$ cat src/sv/ssec_pkg.sv
`default_nettype none
package ssec_pkg;

    localparam int POSITION_WIDTH_DEF = 32;
    localparam int FRACTION_BITS_DEF  = 16;
    localparam int CFG_W              = 32;
    localparam int CFG_IDX_W          = 2;

    localparam logic [CFG_IDX_W-1:0] REG_EDGE_LOW  = 2'd0;
    localparam logic [CFG_IDX_W-1:0] REG_EDGE_HIGH = 2'd1;

    localparam logic [CFG_W-1:0] EDGE_LOW_RST  = 32'd0;
    localparam logic [CFG_W-1:0] EDGE_HIGH_RST = 32'd65536;

    typedef enum logic [1:0] {
        ORD_CUBIC   = 2'd0,
        ORD_QUINTIC = 2'd1,
        ORD_SEPTIC  = 2'd2
    } t_order;

    // Control that travels alongside each item through the pipeline.
    typedef struct packed {
        logic   valid;
        t_order order;
        logic   degen;
        logic   degen_one;
    } t_ctl;

endpackage
`default_nettype wire

$ cat src/sv/ssec_scale.sv
`default_nettype none
module ssec_scale #(
    parameter int POSITION_WIDTH = 32,
    parameter int FRACTION_BITS  = 16
) (
    input  wire logic                      i_clk,
    input  wire logic                      i_rst_n,
    input  wire logic                      i_adv,
    input  wire logic                      i_valid,
    input  wire logic [1:0]                i_order,
    input  wire logic [POSITION_WIDTH-1:0] i_position,
    input  wire logic [POSITION_WIDTH-1:0] i_edge_low,
    input  wire logic [POSITION_WIDTH-1:0] i_edge_high,
    output ssec_pkg::t_ctl                 o_ctl,
    output logic [FRACTION_BITS:0]         o_t
);
    import ssec_pkg::*;

    localparam int D = POSITION_WIDTH + 1;
    localparam int F = FRACTION_BITS;
    localparam logic [F:0] T_ONE = {1'b1, {F{1'b0}}};

    // Stage A: differences.
    logic signed [D-1:0] r_diff, r_span;
    t_ctl                r_ctl_a;
    // Stage B: magnitudes and signs.
    logic [D-1:0]        r_md, r_ms;
    logic                r_bad_sign, r_dz, r_sz, r_nd;
    t_ctl                r_ctl_b;
    // Divider stages, index 0 is the entry.
    logic [D-1:0]        r_rem [0:F];
    logic [D-1:0]        r_div [0:F];
    logic [F-1:0]        r_q   [0:F];
    logic                r_pre [0:F];
    logic                r_pre_one [0:F];
    t_ctl                r_ctl [0:F];

    logic signed [D-1:0] n_diff, n_span;
    logic [D-1:0]        n_md, n_ms;

    assign n_diff = {i_position[POSITION_WIDTH-1], i_position}
                  - {i_edge_low[POSITION_WIDTH-1], i_edge_low};
    assign n_span = {i_edge_high[POSITION_WIDTH-1], i_edge_high}
                  - {i_edge_low[POSITION_WIDTH-1], i_edge_low};
    assign n_md   = r_diff[D-1] ? D'(-r_diff) : r_diff;
    assign n_ms   = r_span[D-1] ? D'(-r_span) : r_span;

    always_ff @(posedge i_clk) begin
        if (!i_rst_n) begin
            r_ctl_a.valid <= 1'b0;
            r_ctl_b.valid <= 1'b0;
        end else if (i_adv) begin
            r_ctl_a.valid <= i_valid;
            r_ctl_b.valid <= r_ctl_a.valid;
        end
        if (i_adv) begin
            r_diff            <= n_diff;
            r_span            <= n_span;
            r_ctl_a.order     <= t_order'(i_order);
            r_ctl_a.degen     <= 1'b0;
            r_ctl_a.degen_one <= 1'b0;
            r_md              <= n_md;
            r_ms              <= n_ms;
            r_nd              <= r_diff[D-1];
            r_bad_sign        <= r_diff[D-1] != r_span[D-1];
            r_dz              <= r_diff == '0;
            r_sz              <= r_span == '0;
            r_ctl_b.order     <= r_ctl_a.order;
            r_ctl_b.degen     <= 1'b0;
            r_ctl_b.degen_one <= 1'b0;
        end
    end

    // Entry of the divider: settle the out-of-span and degenerate cases.
    always_ff @(posedge i_clk) begin
        if (!i_rst_n) begin
            r_ctl[0].valid <= 1'b0;
        end else if (i_adv) begin
            r_ctl[0].valid <= r_ctl_b.valid;
        end
        if (i_adv) begin
            r_ctl[0].order     <= r_ctl_b.order;
            r_ctl[0].degen     <= r_sz;
            r_ctl[0].degen_one <= !r_dz && !r_nd;
            r_rem[0]           <= r_md;
            r_div[0]           <= r_ms;
            r_q[0]             <= '0;
            r_pre[0]           <= r_dz || r_bad_sign || (r_md >= r_ms);
            r_pre_one[0]       <= !(r_dz || r_bad_sign);
        end
    end

    // One quotient bit per stage by restoring division.
    for (genvar k = 1; k <= F; k++) begin : g_div
        logic [D:0] n_sh;
        logic       n_ge;
        assign n_sh = {r_rem[k-1], 1'b0};
        assign n_ge = n_sh >= {1'b0, r_div[k-1]};
        always_ff @(posedge i_clk) begin
            if (!i_rst_n) begin
                r_ctl[k].valid <= 1'b0;
            end else if (i_adv) begin
                r_ctl[k].valid <= r_ctl[k-1].valid;
            end
            if (i_adv) begin
                r_ctl[k].order     <= r_ctl[k-1].order;
                r_ctl[k].degen     <= r_ctl[k-1].degen;
                r_ctl[k].degen_one <= r_ctl[k-1].degen_one;
                r_rem[k]           <= n_ge ? D'(n_sh - {1'b0, r_div[k-1]}) : D'(n_sh);
                r_div[k]           <= r_div[k-1];
                r_q[k]             <= {r_q[k-1][F-2:0], n_ge};
                r_pre[k]           <= r_pre[k-1];
                r_pre_one[k]       <= r_pre_one[k-1];
            end
        end
    end

    assign o_ctl = r_ctl[F];
    assign o_t   = r_pre[F] ? (r_pre_one[F] ? T_ONE : '0) : {1'b0, r_q[F]};

endmodule
`default_nettype wire

$ cat config.mk
export PLATFORM = sky130hd
export DESIGN_NAME = ssec_scale
export DESIGN_NICKNAME = d
export VERILOG_FILES = /design/src/sv/ssec_pkg.sv /design/src/sv/ssec_scale.sv
export SDC_FILE = /design/constraint.sdc
export NUM_CORES = 2
export LEC_CHECK = 0
export ABC_CLOCK_PERIOD_IN_PS = 4700
export CELL_PAD_IN_SITES_DETAIL_PLACEMENT = 1
export CELL_PAD_IN_SITES_GLOBAL_PLACEMENT = 1
export CORE_ASPECT_RATIO = 0.5
export CORE_MARGIN = 2
export CORE_UTILIZATION = 45
export CTS_CLUSTER_DIAMETER = 60
export DETAILED_ROUTE_END_ITERATION = 10
export DONT_BUFFER_PORTS = 1
export GPL_TIMING_DRIVEN = 0
export HOLD_SLACK_MARGIN = 0.06
export PLACE_DENSITY = 0.72
export SYNTH_ARGS = -nofsm -noshare
export SYNTH_HDL_FRONTEND = slang
export SYNTH_SLANG_ARGS = --single-unit
export TNS_END_PERCENT = 20
$ cat constraint.sdc
create_clock -name i_clk -period 4.7 [get_ports i_clk]
set_input_delay 0 -clock i_clk [delete_from_list [all_inputs] [get_ports i_clk]]
set_output_delay 0 -clock i_clk [all_outputs]
set_load 0.01 [all_outputs]
After elaboration in Yosys (flattened, before gate mapping). Memory sizes are Yosys's and may differ from the RTL's. Cells that the tools add are included.

Multiplexer cells: 42. Add/sub/neg operators: 20. Equal/unequal tests: 1. Magnitude comparators: 17. Bitwise logic cells: 17. Reduce and logical (&&, ||, !) cells: 8.

Operators by type and width (number): $ge A34 B33 Y1 (16); $mux W33 (16); $sub A33 B33 Y33 (16); $logic_not A33 Y1 (2); $neg A33 Y33 (2); $sub A32 B32 Y33 (2); $mux W32 (2); $mux W17 (2); $ge A33 B33 Y1 (1); $mux W1 (22); $or A1 B1 Y1 (17); $logic_not A1 Y1 (3); $logic_or A1 B1 Y1 (2); $logic_and A1 B1 Y1 (1); $ne A1 B1 Y1 (1).

Bits in writable memories: 1513. Memories: 6. Output and inout port bits: 22. Input bits: 102. Register bits: 142. Logic and storage cells: 125.

Memories: r_div (words 17, bits a word 33, read ports 16, clocked after Yosys merged registers in 0, wr ports 17, RTL line ssec_scale.sv:32) `logic [D-1:0] r_div [0:F];`; r_rem (words 17, bits a word 33, read ports 16, clocked after Yosys merged registers in 0, wr ports 17, RTL line ssec_scale.sv:31) `logic [D-1:0] r_rem [0:F];`; r_q (words 17, bits a word 16, read ports 17, clocked after Yosys merged registers in 0, wr ports 17, RTL line ssec_scale.sv:33) `logic [F-1:0] r_q [0:F];`; r_ctl (words 17, bits a word 5, read ports 17, clocked after Yosys merged registers in 0, wr ports 17, RTL line ssec_scale.sv:36) `t_ctl r_ctl [0:F];`; r_pre (words 17, bits a word 1, read ports 17, clocked after Yosys merged registers in 0, wr ports 17, RTL line ssec_scale.sv:34) `logic r_pre [0:F];`; r_pre_one (words 17, bits a word 1, read ports 17, clocked after Yosys merged registers in 0, wr ports 17, RTL line ssec_scale.sv:35) `logic r_pre_one [0:F];`.

Depth between registers and ports, before layout.
Depth in word-level cells: 4. Gate-level depth with buffers: 16. Depth with buffers taken out: 14.

Least setup slack after synthesis. OpenSTA, ideal clock, no wires.

Path type: register to register. From: mem r_div[0][297] in the netlist's numbering. To: mem r_rem[0][350] in the netlist's numbering, data pin. Arrival time: 3.209 ns. Path slack: 1.231 ns. Period minus slack after synthesis: 3.469 ns. Setup time: 0.260 ns. Data required time: 4.440 ns. Cell stages (with the launch flop): 13. Path buffers: 1. Cells stage by stage: edfxtp_1 -> fa_1 -> nand2b_1 -> a211oi_2 -> o31ai_1 -> a31oi_2 -> a21oi_1 -> o21ai_1 -> nand3_1 -> and3_1 -> o311ai_4 -> buf_4 -> mux2_2.

RTL lines (RTL line): start: declaration (ssec_scale.sv:32); end: declaration (ssec_scale.sv:31).

==> results.ini <==
[floorplan]
core_um2 = 180000
dieArea_um2 = 185000
die_h_um = 305
ios = 124
row_count = 110
fp.dieW_um = 607
floorplan.initialDensity = 0.453

[pwr]
p_int_w = 0.0368
leakagePower_nw = 37.4
clkPwrFrac = 0.201
power_frac_seq = 0.356
finalPower_w = 0.0587
swShare = 0.373
combPwrFrac = 0.442
peakVddDrop_mv = 0.323
power.density_nw_per_um2 = 639
switchingPower_w = 0.0219

[yosys]
synth_xor_area_frac = 0.0584
synth_top_family_by_area = compound AO/OA/AOI/OAI gates
syn_avg_cell_area_um2 = 11.2
ys_ff_latch = 1453
muxShareOfSynthArea = 0.0159
synth_cell_types = 104
synth-edff-count = 1450
synth_nets = 8027
ys.flop_type = edfxtp_1
netlist_area_um2 = 81700
synth-compound-area-share = 0.151
ys_warn_count = 0
seq_area_frac_synth = 0.534
syn_inst = 7280
synthAdderAreaFrac = 0.100
synthSimpleGateAreaFrac = 0.0973
synthArstFlopShare = 0

[timing]
finalHoldViolCount = 0
finalCriticalPeriod_ns = 4.63
worst_pin_slew_ns = 1.13
maxSlewHeadroom = 0.247
rsz0062_at_grt = true
fin_worst_skew_ns = 0.0410
setup_violations = 0
fin_crit_sh = 0.985
slew_violations = 0
max_freq_mhz = 216

[cts]
postCtsSetupBuffers = 0
insertion_delay_ns = 0.81
tritoncts = done
cts_buffers = 154
clock-root-buffer = clkbuf_16
clockBufferDepth = 4
cts_max_level = 4
cts.sinks = 1453
path_clk_slew_ns = 0.06

[routing]
antenna_left = 0
drc = 0
first_iter_violations = 2559
wl_um = 187000
firstDrtPassIters = 5
vias = 54507
wl_per_cell_um = 18.4
vias_per_cell = 5.36

[grt]
antenna_found_initial = 2
grt_start_max_net_pins = 243
grt_pass1_wl_um = 300000
grt_pass1_vias = 58591
gr-usage-all-layers = 0.200
overflow = 0

[flow_run]
drv_cap = 0

[final_layout]
synthToLayoutAreaGrowth_pct = 12.4
fill_cells = 19098
fin_cells = 10168
nNetsFinal = 8398
layout-drive-gt1-share = 0.0567
final_util = 0.510
final_area_um2 = 91800
final_common_cell = edfxtp_1
final_cell_mix = edfxtp_1 (1,450), inv_1 (745), ha_1 (628)

[worst_setup_path]
critPathMaxStageDelay_ns = 0.64
cp-start-kind = register
worstRegToRegCells = 13
end_kind = register
worstPathArrival_ns = 5.15
critPathMaxFanout = 10
slowest_stage = clkbuf_1
crit_chain = ha_1 -> nor2b_1 -> o21ai_0 -> nand2b_1 -> a21oi_1 -> a41oi_1 -> a21oi_1 -> o21ai_1 -> a211oi_1 -> a311o_1 -> clkbuf_1 -> clkbuf_1 -> o21ai_0
crit_required_ns = 5.22
critPathKind = register to register

[place]
dp.cells = 9694
place_area_um2 = 84900
place.gp.congestion = 0.889
dpl.hpwl_um = 140000
io_buffers = 0

[min_path]
min_path_cells = 4
hold_class = input pin to register

[run_status]
outcome = finished clean

[worst paths after layout]
| check | startpoint | to | slack (ns) |
|---|---|---|---|
| worst max-delay path | r_rem[0][1]$_DFFE_PP_ | r_rem[0][34]$_DFFE_PP_ | 0.07 |
| worst min-delay path | i_edge_high[1] | r_span[1]$_DFFE_PP_ | 0.19 |
| worst max register to register | r_rem[0][1]$_DFFE_PP_ | r_rem[0][34]$_DFFE_PP_ | 0.07 |
| worst min register to register | r_ctl[9][3]$_DFFE_PP_ | r_ctl[10][3]$_DFFE_PP_ | 0.41 |
[flip-flops by register name, indices dropped and copies added (netlist names)]
signal	count
r_rem	528
r_div	528
r_ctl	85
r_ms	33
r_q	136
r_dz	1
r_md	33
r_pre_one	17
r_pre	17
r_diff	33
r_bad_sign	1
r_sz	1
r_ctl_a	3
r_span	33
r_nd	1
r_ctl_b	3
[cells in the mapped netlist, types with 104 or more instances]
library cell,instances,share of area
a21oi_1,564,0.035
xor2_1,204,0.022
nand2_1,562,0.026
nor2_1,342,0.016
inv_1,745,0.034
edfxtp_1,1450,0.53
ha_1,628,0.096
nor2b_1,118,0.0090
clkbuf_1,114,0.0052
a21o_1,300,0.028
o21ai_0,574,0.035
nand3_1,104,0.0064
xnor2_1,341,0.037
[logic make-up (layout without fill, tap and decap cells)]
group                      Yosys count  after routing
and+or+nand+nor                   1636           1636
DFF                               1453           1453
muxes                              107            107
other                                0              1
AOI/OAI and AO/OA                 1982           1982
buffers and inverters              912           1391
xor gates and xnor gates           545            545
adders and majority gates          645            645
[worst max-delay path: cells and delay by family, from the launching register on]
family	cells	cell delay (ns)
AND/OR/NAND/NOR	2	0.33
AO/OA/AOI/OAI	8	2.21
adder cells (fa/ha/maj)	1	0.43
buffers and inverters	2	0.98
flip-flops	1	0.40
[through the flow]
| step | hold WS, ns | setup WS, ns | setup TNS [ns] |
|---|---|---|---|
| after floorplan | 0.0989 | 1.23 | 0 |
| after global placement | 0.0989 | -0.121 | -1.01 |
| after detailed placement | 0.0989 | -0.187 | -18.30 |
| after CTS | 0.0822 | 0.00692 | 0 |
| after global routing | 0.188 | -0.144 | -1.51 |
| final | 0.192 | 0.0709 | 0 |
[layer usage]
metal  part of all wire  vias up  track usage
met4              0.046        0       0.0881
li1                   -    27232            -
met1               0.42    26187        0.224
met3              0.026      391       0.0260
met5                  0        -            0
met2               0.51      697        0.378
[power groups by stage]
stage / clock, W / combinational, W / sequential (W)
after floorplan: 0 / 0.0195 / 0.0203
after global placement: 0 / 0.0248 / 0.0211
after detailed placement: 0 / 0.0256 / 0.0212
after CTS: 0.0122 / 0.0261 / 0.0209
after global routing: 0.0127 / 0.0292 / 0.0213
final: 0.0118 / 0.0260 / 0.0209
[cell type report]
cell class,count,area (um^2),share of cell area
Inverter,746,2800,0.0305
Buffer,166,726,0.00790
Clock inverter,79,721,0.00785
Sequential cell,1453,43600,0.475
Tap cell,2408,3010,0.0328
Clock buffer,185,4050,0.0441
Timing Repair Buffer,215,2320,0.0253
Multi-Input combinational cell,4915,34600,0.377
Antenna cell,1,2.50,0.0000273
[what timing repair did]
| item | CTS | global route |
|---|---|---|
| resized for setup | 3 | 6 |
| setup endpoints to repair | 37 | 285 |
| hold buffers | 207 | 0 |
| endpoints found under the hold margin | 445 | 0 |
| cloned | 0 | 2 |
| pin swaps | 0 | 1 |
(Power assumes the default switching activity.)
